File: src/tll_pkg.sv
`default_nettype none

package tll_pkg;

    // Token kinds as reported on the result channel
    localparam logic [4:0] K_TYPE    = 5'd0;
    localparam logic [4:0] K_INT     = 5'd1;
    localparam logic [4:0] K_KEYWORD = 5'd2;
    localparam logic [4:0] K_SEP     = 5'd3;
    localparam logic [4:0] K_ASSIGN  = 5'd4;
    localparam logic [4:0] K_ADD     = 5'd5;
    localparam logic [4:0] K_SUB     = 5'd6;
    localparam logic [4:0] K_MUL     = 5'd7;
    localparam logic [4:0] K_DIV     = 5'd8;
    localparam logic [4:0] K_INC     = 5'd9;
    localparam logic [4:0] K_DEC     = 5'd10;
    localparam logic [4:0] K_EXP     = 5'd11;
    localparam logic [4:0] K_INTDIV  = 5'd12;
    localparam logic [4:0] K_MOD     = 5'd13;
    localparam logic [4:0] K_OPER    = 5'd14;
    localparam logic [4:0] K_IDENT   = 5'd15;
    localparam logic [4:0] K_END     = 5'd16;

    // Bytes the scanner reacts to
    localparam logic [7:0] CH_NUL    = 8'h00;
    localparam logic [7:0] CH_SPACE  = 8'h20;
    localparam logic [7:0] CH_PCT    = 8'h25;
    localparam logic [7:0] CH_LPAR   = 8'h28;
    localparam logic [7:0] CH_RPAR   = 8'h29;
    localparam logic [7:0] CH_STAR   = 8'h2A;
    localparam logic [7:0] CH_PLUS   = 8'h2B;
    localparam logic [7:0] CH_MINUS  = 8'h2D;
    localparam logic [7:0] CH_SLASH  = 8'h2F;
    localparam logic [7:0] CH_SEMI   = 8'h3B;
    localparam logic [7:0] CH_EQ     = 8'h3D;

    // Word prefix holds up to seven bytes, first byte in the low octet
    localparam int unsigned PREFIX_BYTES = 7;

    // Reserved words, packed first byte lowest and zero padded
    localparam logic [55:0] KW_PRINT   = 56'h0000746E697270; // print
    localparam logic [55:0] KW_RETURN  = 56'h006E7275746572; // return
    localparam logic [55:0] KW_EXIT    = 56'h00000074697865; // exit
    localparam logic [55:0] KW_ANOTHER = 56'h726568746F6E61; // another
    localparam logic [55:0] KW_IF      = 56'h00000000006669; // if
    localparam logic [55:0] KW_INTW    = 56'h00000000746E69; // int
    localparam logic [55:0] KW_FLOAT   = 56'h000074616F6C66; // float

    localparam logic [2:0] KL_PRINT   = 3'd5;
    localparam logic [2:0] KL_RETURN  = 3'd6;
    localparam logic [2:0] KL_EXIT    = 3'd4;
    localparam logic [2:0] KL_ANOTHER = 3'd7;
    localparam logic [2:0] KL_IF      = 3'd2;
    localparam logic [2:0] KL_INTW    = 3'd3;
    localparam logic [2:0] KL_FLOAT   = 3'd5;

    typedef struct packed {
        logic [4:0]  kind;
        logic [31:0] start;
        logic [15:0] length;
        logic        last;
    } t_token;

endpackage

`default_nettype wire

File: src/tll_scan.sv
`default_nettype none

module tll_scan
    import tll_pkg::*;
#(
    parameter int LENGTH_BITS   = 16,
    parameter int POSITION_BITS = 32
) (
    input  wire          i_clk,
    input  wire          i_rst_n,
    input  wire          i_take,
    input  wire   [7:0]  i_byte,
    output logic  [1:0]  o_count,
    output t_token       o_tok0,
    output t_token       o_tok1
);

    typedef enum logic [3:0] {
        M_IDLE, M_INT, M_WORD, M_EQ, M_PCT, M_PLUS, M_MINUS, M_STAR, M_SLASH
    } t_mode;

    localparam logic [LENGTH_BITS-1:0] LEN_MAX = {LENGTH_BITS{1'b1}};

    t_mode                     r_mode, n_mode;
    logic [LENGTH_BITS-1:0]    r_len, n_len;
    logic [POSITION_BITS-1:0]  r_start, n_start;
    logic [POSITION_BITS-1:0]  r_pos, n_pos;
    logic [55:0]               r_prefix, n_prefix;

    logic        is_digit, is_alpha, cont, flush, emit_new;
    logic        len1, len2;
    logic [4:0]  pend_kind, new_kind;
    t_mode       start_mode;
    t_token      flush_tok, new_tok;

    function automatic logic word_is(input logic [55:0] pfx, input logic [LENGTH_BITS-1:0] len,
                                     input logic [55:0] kw, input logic [2:0] kl);
        return (len == LENGTH_BITS'(kl)) && (pfx == kw);
    endfunction

    assign is_digit = (i_byte >= 8'h30) && (i_byte <= 8'h39);
    assign is_alpha = ((i_byte >= 8'h41) && (i_byte <= 8'h5A)) ||
                      ((i_byte >= 8'h61) && (i_byte <= 8'h7A));
    assign len1 = (r_len == LENGTH_BITS'(1));
    assign len2 = (r_len == LENGTH_BITS'(2));

    always_comb begin
        case (r_mode)
            M_INT:   cont = is_digit;
            M_WORD:  cont = (i_byte != CH_SPACE) && (i_byte != CH_NUL) &&
                            (i_byte != CH_LPAR) && (i_byte != CH_RPAR);
            M_EQ,
            M_PCT:   cont = !is_digit && !is_alpha && (i_byte != CH_SPACE) &&
                            (i_byte != CH_NUL);
            M_PLUS:  cont = (i_byte == CH_PLUS)  || (i_byte == CH_EQ);
            M_MINUS: cont = (i_byte == CH_MINUS) || (i_byte == CH_EQ);
            M_STAR:  cont = (i_byte == CH_STAR)  || (i_byte == CH_EQ);
            M_SLASH: cont = (i_byte == CH_SLASH) || (i_byte == CH_EQ);
            default: cont = 1'b0;
        endcase
    end

    // Classify the token in progress
    always_comb begin
        case (r_mode)
            M_INT:   pend_kind = K_INT;
            M_WORD: begin
                if (word_is(r_prefix, r_len, KW_PRINT, KL_PRINT) ||
                    word_is(r_prefix, r_len, KW_RETURN, KL_RETURN) ||
                    word_is(r_prefix, r_len, KW_EXIT, KL_EXIT) ||
                    word_is(r_prefix, r_len, KW_ANOTHER, KL_ANOTHER) ||
                    word_is(r_prefix, r_len, KW_IF, KL_IF))
                    pend_kind = K_KEYWORD;
                else if (word_is(r_prefix, r_len, KW_INTW, KL_INTW) ||
                         word_is(r_prefix, r_len, KW_FLOAT, KL_FLOAT))
                    pend_kind = K_TYPE;
                else
                    pend_kind = K_IDENT;
            end
            M_EQ:    pend_kind = len1 ? K_ASSIGN : K_OPER;
            M_PCT:   pend_kind = len1 ? K_MOD : K_OPER;
            M_PLUS:  pend_kind = len1 ? K_ADD : (len2 ? K_INC : K_OPER);
            M_MINUS: pend_kind = len1 ? K_SUB : (len2 ? K_DEC : K_OPER);
            M_STAR:  pend_kind = len1 ? K_MUL : (len2 ? K_EXP : K_OPER);
            M_SLASH: pend_kind = len1 ? K_DIV : (len2 ? K_INTDIV : K_OPER);
            default: pend_kind = K_OPER;
        endcase
    end

    // Decide what a fresh byte starts
    always_comb begin
        start_mode = M_IDLE;
        emit_new   = 1'b0;
        new_kind   = K_SEP;
        if (i_byte == CH_NUL) begin
            emit_new = 1'b1;
            new_kind = K_END;
        end else if (is_digit) begin
            start_mode = M_INT;
        end else if (is_alpha) begin
            start_mode = M_WORD;
        end else if ((i_byte == CH_SEMI) || (i_byte == CH_LPAR) || (i_byte == CH_RPAR)) begin
            emit_new = 1'b1;
        end else if (i_byte == CH_EQ) begin
            start_mode = M_EQ;
        end else if (i_byte == CH_PCT) begin
            start_mode = M_PCT;
        end else if (i_byte == CH_PLUS) begin
            start_mode = M_PLUS;
        end else if (i_byte == CH_MINUS) begin
            start_mode = M_MINUS;
        end else if (i_byte == CH_STAR) begin
            start_mode = M_STAR;
        end else if (i_byte == CH_SLASH) begin
            start_mode = M_SLASH;
        end
    end

    assign flush = (r_mode != M_IDLE) && !cont;

    always_comb begin
        flush_tok.kind   = pend_kind;
        flush_tok.start  = 32'(64'(r_start));
        flush_tok.length = (32'(r_len) > 32'd65535) ? 16'hFFFF : 16'(r_len);
        flush_tok.last   = !emit_new;
        new_tok.kind     = new_kind;
        new_tok.start    = 32'(64'(r_pos));
        new_tok.length   = (new_kind == K_END) ? 16'd2 : 16'd1;
        new_tok.last     = 1'b1;
    end

    always_comb begin
        if ((r_mode != M_IDLE) && cont) begin
            o_count = 2'd0;
        end else begin
            o_count = {1'b0, flush} + {1'b0, emit_new};
        end
        o_tok0 = flush ? flush_tok : new_tok;
        o_tok1 = new_tok;
    end

    // Next state
    always_comb begin
        n_mode   = r_mode;
        n_len    = r_len;
        n_start  = r_start;
        n_pos    = r_pos;
        n_prefix = r_prefix;
        if ((r_mode != M_IDLE) && cont) begin
            if (32'(r_len) < PREFIX_BYTES)
                n_prefix[8*r_len[2:0] +: 8] = i_byte;
            if (r_len != LEN_MAX)
                n_len = r_len + LENGTH_BITS'(1);
            n_pos = r_pos + POSITION_BITS'(1);
        end else if (i_byte == CH_NUL) begin
            n_mode   = M_IDLE;
            n_len    = '0;
            n_start  = '0;
            n_pos    = '0;
            n_prefix = '0;
        end else begin
            n_mode   = start_mode;
            n_start  = (start_mode != M_IDLE) ? r_pos : r_start;
            n_len    = (start_mode != M_IDLE) ? LENGTH_BITS'(1) : '0;
            n_prefix = (start_mode != M_IDLE) ? {48'd0, i_byte} : 56'd0;
            n_pos    = r_pos + POSITION_BITS'(1);
        end
    end

    always_ff @(posedge i_clk) begin
        if (!i_rst_n) begin
            r_mode   <= M_IDLE;
            r_len    <= '0;
            r_start  <= '0;
            r_pos    <= '0;
            r_prefix <= '0;
        end else if (i_take) begin
            r_mode   <= n_mode;
            r_len    <= n_len;
            r_start  <= n_start;
            r_pos    <= n_pos;
            r_prefix <= n_prefix;
        end
    end

endmodule

`default_nettype wire

File: src/tll_outq.sv
`default_nettype none

module tll_outq
    import tll_pkg::*;
(
    input  wire          i_clk,
    input  wire          i_rst_n,
    input  wire   [1:0]  i_count,
    input  t_token       i_tok0,
    input  t_token       i_tok1,
    output logic         o_full,
    output logic         o_valid,
    input  wire          i_stall,
    output t_token       o_tok
);

    localparam int DEPTH = 4;
    localparam int AW    = $clog2(DEPTH);

    t_token           r_mem [DEPTH];
    logic [AW-1:0]    r_wp, r_rp;
    logic [AW:0]      r_cnt;
    logic             pop;
    logic [AW-1:0]    wp1;

    assign wp1     = r_wp + AW'(1);
    assign o_valid = (r_cnt != '0);
    assign o_tok   = r_mem[r_rp];
    assign pop     = o_valid && !i_stall;
    // Hold the producer unless room for two items remains
    assign o_full  = (r_cnt > (AW+1)'(DEPTH - 2));

    always_ff @(posedge i_clk) begin
        if (i_count != 2'd0)
            r_mem[r_wp] <= i_tok0;
        if (i_count == 2'd2)
            r_mem[wp1] <= i_tok1;
    end

    always_ff @(posedge i_clk) begin
        if (!i_rst_n) begin
            r_wp  <= '0;
            r_rp  <= '0;
            r_cnt <= '0;
        end else begin
            r_wp  <= r_wp + AW'(i_count);
            r_rp  <= r_rp + AW'(pop);
            r_cnt <= r_cnt + (AW+1)'(i_count) - (AW+1)'(pop);
        end
    end

endmodule

`default_nettype wire

File: src/toy_language_lexer.sv
`default_nettype none

// Streaming lexer for a small toy language.
// Input channel: one source byte per item on i_text_byte, taken when i_valid
// is high and o_stall is low. A zero byte ends the text.
// Output channel: one token per item (kind, start offset, length and a flag
// marking the last token caused by a given byte), taken when o_valid is high
// and i_stall is low.
// Each byte is scanned in the cycle it is taken; any tokens it finishes are
// written into a four-entry result queue and can be shown from the next
// cycle. One byte can be taken every cycle while o_stall is low; a byte
// that finishes a token and is itself a separator or the end of text
// produces two tokens, which drain at one per cycle while i_stall is low.
// o_stall rises while fewer than two queue entries are free, so a receiver
// that stalls backs the sender up and nothing is lost; a stalled token
// holds its value until taken.
// Synchronous reset clears the scanner to idle at offset zero and empties
// the queue. The end-of-text byte does the same to the scanner, so the next
// text starts at offset zero.
module toy_language_lexer
    import tll_pkg::*;
#(
    parameter int LENGTH_BITS   = 16,
    parameter int POSITION_BITS = 32
) (
    input  wire          i_clk,
    input  wire          i_rst_n,
    input  wire          i_valid,
    output logic         o_stall,
    input  wire   [7:0]  i_text_byte,
    output logic         o_valid,
    input  wire          i_stall,
    output logic  [4:0]  o_token_kind,
    output logic  [31:0] o_token_start,
    output logic  [15:0] o_token_length,
    output logic         o_last_of_run
);

    logic        take;
    logic [1:0]  scan_count;
    logic [1:0]  push_count;
    logic        q_full;
    t_token      tok0, tok1, head;

    // Take a byte only when the queue can absorb its worst case of two tokens
    assign o_stall    = q_full;
    assign take       = i_valid && !q_full;
    assign push_count = take ? scan_count : 2'd0;

    tll_scan #(
        .LENGTH_BITS   (LENGTH_BITS),
        .POSITION_BITS (POSITION_BITS)
    ) u_scan (
        .i_clk   (i_clk),
        .i_rst_n (i_rst_n),
        .i_take  (take),
        .i_byte  (i_text_byte),
        .o_count (scan_count),
        .o_tok0  (tok0),
        .o_tok1  (tok1)
    );

    tll_outq u_outq (
        .i_clk   (i_clk),
        .i_rst_n (i_rst_n),
        .i_count (push_count),
        .i_tok0  (tok0),
        .i_tok1  (tok1),
        .o_full  (q_full),
        .o_valid (o_valid),
        .i_stall (i_stall),
        .o_tok   (head)
    );

    // Unpack the head of the queue onto the result ports
    assign o_token_kind   = head.kind;
    assign o_token_start  = head.start;
    assign o_token_length = head.length;
    assign o_last_of_run  = head.last;

endmodule

`default_nettype wire
File: config.mk
export PLATFORM = sky130hd
export DESIGN_NAME = toy_language_lexer
export DESIGN_NICKNAME = d
export VERILOG_FILES = /design/src/tll_pkg.sv /design/src/tll_scan.sv /design/src/tll_outq.sv /design/src/toy_language_lexer.sv
export SDC_FILE = /design/constraint.sdc
export NUM_CORES = 1
export LEC_CHECK = 0
export BUFFER_PORTS_ARGS = -buffer_cell sky130_fd_sc_hd__buf_4
export CAP_MARGIN = 20
export CELL_PAD_IN_SITES_DETAIL_PLACEMENT = 0
export CELL_PAD_IN_SITES_GLOBAL_PLACEMENT = 1
export CORE_MARGIN = 4
export CORE_UTILIZATION = 54
export DETAILED_ROUTE_END_ITERATION = 10
export GPL_ROUTABILITY_DRIVEN = 0
export PLACE_DENSITY = 0.85
export SLEW_MARGIN = 20
export SYNTH_ARGS = -nofsm -noshare
export SYNTH_HDL_FRONTEND = slang
export SYNTH_SLANG_ARGS = --single-unit
File: constraint.sdc
create_clock -name i_clk -period 11.28 [get_ports i_clk]
set_input_delay 3.384 -clock i_clk [delete_from_list [all_inputs] [get_ports i_clk]]
set_output_delay 3.384 -clock i_clk [all_outputs]
set_load 0.05 [all_outputs]
# --- Yosys cells after proc, flatten, opt, wreduce, memory -nomap -nowiden ---
# Memories as Yosys holds them, arrays and structs flattened. A register that Yosys moved wholly into a read port is not among the register bits.
# Cells that the tools add are included.
classes:
  shift: 2
  addsub: 9
  bitwise: 1
  muxes: 52
  order_cmp: 8
  eq_ne: 39
  n_reduce_logical: 50
ops:
  columns: ["cell", "count"]
  rows:
  - ["$mux W56", 3]
  - ["$mux W32", 4]
  - ["$eq A56 B39 Y1 const B", 2]
  - ["$eq A8 B6 Y1 const B", 9]
  - ["$eq A16 B3 Y1 const B", 4]
  - ["$bwmux W56", 1]
  - ["$eq A56 B15 Y1 const B", 1]
  - ["$eq A56 B23 Y1 const B", 1]
  - ["$eq A56 B31 Y1 const B", 1]
  - ["$eq A56 B47 Y1 const B", 1]
  - ["$eq A56 B55 Y1 const B", 1]
  - ["$shift A8 B34 Y56 const A", 1]
  - ["$shiftx A8 B34 Y56", 1]
  - ["$mux W54", 1]
  - ["$mux W4", 13]
  - ["$mux W16", 3]
  - ["$pmux W5 S8", 1]
  - ["$neg A6 Y34", 1]
  - ["$add A32 B1 Y32 const B", 1]
  - ["$eq A16 B2 Y1 const B", 2]
  - ["$mux W5", 6]
  - ["$ne A8 B6 Y1 const B", 3]
  - ["$logic_and A1 B1 Y1", 20]
  - ["$add A16 B1 Y16 const B", 1]
  - ["37 further kinds", 79]
word_totals:
  word_cells: 170
  reg_bits: 147
  ram_bits: 216
  in_bits: 12
  n_memories: 1
  out_inout_bits: 56
memory_table:
  columns: ["memory", "depth", "width", "read_ports", "rd_ports_with_merged_regs", "wr", "line", "source"]
  rows:
  - ["u_outq.r_mem", 4, 54, 1, 1, 2, "tll_outq.sv:20", "t_token r_mem [DEPTH];"]

# --- Logic depth before layout (Yosys ltp) ---
logic_depth:
  ltp_word: 16
  mapped_depth: 18

# --- Modules after synthesis ---
# Synthesis repeated with hierarchy kept, for this count alone.
hier_totals:
  hier_cells: 1474
  area_unflattened_um2: 18581.6
by_module_without_submodules:
  columns: ["module", "instances", "cells_per_inst", "area_each_um2", "seq_area_each_um2"]
  rows:
  - ["tll_outq", 1, 569, 10870.4, 6626.4]
  - ["tll_scan", 1, 902, 7682.4, 2802.7]
  - ["toy_language_lexer", 1, 3, 28.8, 0.0]

# --- Worst setup path before layout ---
# Ideal clock, no wire load.
synth_timing:
  kind: "input-to-reg"
  startpoint: "in i_text_byte[7]"
  endpoint: "mem u_outq.r_mem[1][17] (netlist bit), enable pin"
  setup_slack_ns: 3.705
  cell_stages: 14
  t_arrival_ns: 7.183
  setup_ns: 0.392
  path_buffers: 5
  required_time_ns: 10.888
  cell_sequence: "buf_2 nor3b_1 nand3_1 o311a_1 nand4_1 buf_2 buf_2 buf_1 nor2_1 ha_1 o21ai_0 or4_1 clkbuf_1 inv_1"
synth_rtl:
  columns: ["item", "line", "source"]
  rows:
  - ["start, declared", "toy_language_lexer.sv:30", "input wire [7:0] i_text_byte,"]
  - ["end, declared", "tll_outq.sv:20", null]

==> results.md <==
- Area contributors post-synth: edfxtp_1 26%, dfxtp_1 26%, a22o_1 9.0%
- Peak supply drop: 0.000153 V
- Syn_nets: 1542
- Initial core utilization: 54.8%
- Number of post-CTS setup repair buffers: 0
- Critical Path Start Type: input port
- Number of enable flip-flop cells after synthesis: 148
- Sequential-to-total area share from yosys stat: 52.2%
- R2r worst-path depth: 12
- Count of boundary I/O pins: 68
- Vertical extent of the die: 184 um
- Total Wirelength: 43.8 mm
- Distinct cells, synth: 70
- Total iterations of the first detailed-routing run: 6
- Std-Cell Core Area: 0.0306 mm2
- Req. time, crit path: 11.46 ns
- Worst Hold Path EP: u_outq.r_mem[1][3]
- Outcome: complete, no violations
- Endpoint of the lowest-slack register-to-register path: u_outq.r_mem[2][53]
- Slowest stage cell on the critical path: inv_1
- Reg2reg setup slack: 5.89 ns
- # DRC: 0
- Post-synthesis register bit count: 363
- Antenna cell count: 0
- Final nets: 1536
- Most frequently used cell type in the post-synthesis netlist: dfxtp_1
- Most used DFF post-synth: dfxtp_1
- Biggest cell delay along the critical path: 0.83 ns
- Largest delay share family, worst path: buffers and inverters
- GR Overflow Total: 0
- Via count of the first global-routing pass: 12253
- Number of antenna violations at the first check in global routing: 0
- Maximum count of clock buffers along a single path: 3
- Slew at the pin with the worst max-slew slack: 1.05 ns
- Share of the clock period used by the worst path: 68.4%
- Pwr Total: 0.00351 W
- Chip width: 184 um
- Fraction of synthesis flops using an asynchronous set or reset pin: 0%
- Maximum level of the CTS H-tree: 2
- Critical Path Sink Type: flip-flop
- Max FO, Critical Path: 30
- Cell mode on critical path: buf_4
- Final Setup Violations: 0
- Overall fraction of global-route tracks in use: 25.5%
- Routed wire per std cell: 22.6 um
- Clk pin slew, worst setup/hold paths: 0.05 ns
- Iter 0 DRT Violations: 1346
- Number of warning messages in the yosys log: 0
- Pin count of the biggest net entering global routing: 64
- Setup skew after layout: 0.0192 ns
- Area growth syn-to-layout: 11.8%
- Hold WC Path Type: flip-flop to flip-flop
- Library cell occupying the most area in the post-synthesis netlist: edfxtp_1
- Worst Path Class, Setup: input port to flip-flop
- CTS tree: built
- Sinks on Clock Net: 363
- Total negative setup slack: 0 ns
- Number of buffers inserted by hold repair at cts: 0
- Max_cap viols: 0
- RSZ-0062 raised after global routing: false
- Average size of a mapped cell: 11.1 um2
- Count of buffers inserted at the top-level ports: 67
- Total count of max-transition violations in the final report: 0
- Final Hold Vio Count: 0
- Cell leakage power: 6.26 nW
- Yosys top cell area share: 26.5%
- Die Footprint: 0.0339 mm2
- Most instantiated cells after synthesis: 215 x dfxtp_1, 172 x a22o_1, 148 x edfxtp_1
- Maximum frequency from static timing analysis: 130 MHz
- Cell Pwr Density: 187 mW/mm2
- Minimum clock period after layout: 7.72 ns
- Std cell rows: 64
- Mapped Area: 0.0168 mm2
- Drt via density: 6.56
- CTS root buffer: clkbuf_16
- First-pass GRT wire length: 69.4 mm
- Relative max-transition margin: 29.7%
- Worst skew pair latency: 0.54 ns
- Final HPWL from detailed placement: 27.3 mm
- Post-CTS sizing: 0
- Final hold slack: 0.451 ns
- TritonCTS Buffers: 39
- Min-delay src: u_outq.r_mem[1][3]
- Post-detailed-route count of antenna-violating nets: 0
- Routed vias: 12695
- Number of buffers and inverters on the critical path: 4
- Signal arrival time at the worst endpoint: 7.90 ns
- Critical register-to-register path startpoint: u_scan.r_mode[2]
- Share of final-layout standard cells stronger than drive strength 1: 16.6%
- Number of cells on the worst hold path: 2
- Number of cells produced by synthesis: 1516
- CP cell instances: buf_4, nor3b_1, nand3_1, o311a_1, nand4_1, buf_4, nor2_1, ha_1, nand2b_1, o22ai_1, nand3_1, inv_1, buf_4
## how the worst max path moves through the flow
stage                               from                  end  slack [ns]  cells past startpoint
after CTS                 i_text_byte[7]  u_outq.r_mem[2][53]        3.62                     13
after global routing      i_text_byte[7]  u_outq.r_mem[2][53]        3.28                     13
after floorplan           i_text_byte[7]  u_outq.r_mem[1][17]        3.71                     14
after global placement    i_text_byte[7]  u_outq.r_mem[2][42]        3.17                     13
after detailed placement  i_text_byte[7]  u_outq.r_mem[2][45]        3.12                     13
final                     i_text_byte[7]  u_outq.r_mem[2][53]        3.56                     13
## through the flow
stage / setup WS, ns / utilization (%) / instances / area (um2)
after detailed placement: 3.12 / 57.1 / 1864 / 17500
after global routing: 3.28 / 61.3 / 1936 / 18800
after floorplan: 3.71 / - / 1516 / 16800
final: 3.56 / 61.3 / 1936 / 18800
after CTS: 3.62 / 61.2 / 1935 / 18700
after global placement: 3.17 / 57.0 / 1863 / 17400
## cell type report
cell class	instances	area, um2
multi-input cells	980	7410
clock inverters	16	143
well taps	396	495
clock buffers	55	1130
repair buffers	91	693
fillers	2568	11800
inverters	35	131
flip-flops and latches	363	8750
## routing by layer
| metal | global-route usage [%] | wire (um) |
|---|---|---|
| met5 | 0 | 0 |
| met4 | 6.60 | 761 |
| met3 | 3.32 | 2900 |
| met2 | 41.7 | 21000 |
| met1 | 36.4 | 19200 |
## report_power, final
group	switching (W)	internal, W	leakage [nW]	total [W]
clock network	0.000510	0.000748	0.620	0.00126
logic	0.000508	0.000260	2.60	0.000768
registers	0.0000700	0.00141	3.04	0.00148
## cell families after synthesis
kind of cell    count (synthesis)  share of synthesized area [%]
compound gates                406                           18.3
fa+ha+maj                      14                           1.09
mux                            55                           7.31
flops                         363                           52.2
simple gates                  472                           15.4
xor+xnor                       33                           1.72
buf+inv                       173                           4.04
## layout by cell type, fill, tap and decap left out, types with 9 or more instances in the layout
cell type  count
a21oi_1       65
a22o_1       172
a32o_1         9
a32oi_1       13
and2_1         9
and3_1        11
buf_4         89
clkbuf_1      10
clkbuf_16     42
dfxtp_1      213
edfxtp_1     148
ha_1          13
inv_1         33
mux4_2        54
nand2_1      119
nand3_1       47
nand3b_1      10
nand4_1       18
nor2_1        91
nor3_1        25
nor4_1        21
o21ai_0       51
o22ai_1       11
o2bb2ai_1     30
or3_1         16
or3b_2        31
or4_1         11
xnor2_1       13
xor2_1        20
## state kept, by name, indices dropped and copies added, names as in the netlist
signal           count
u_outq.r_wp          2
u_outq.r_cnt         3
u_scan.r_mode        4
u_scan.r_prefix     56
u_outq.r_mem       216
u_outq.r_rp          2
u_scan.r_start      32
u_scan.r_pos        32
u_scan.r_len        16
## worst min-delay path, cell delays in order, from the launching register on
cell,delay (ns)
dfxtp_1,0.32
nand2_1,0.04
o21ai_0,0.06
No activity file was read; power rests on OpenSTA's default activity.
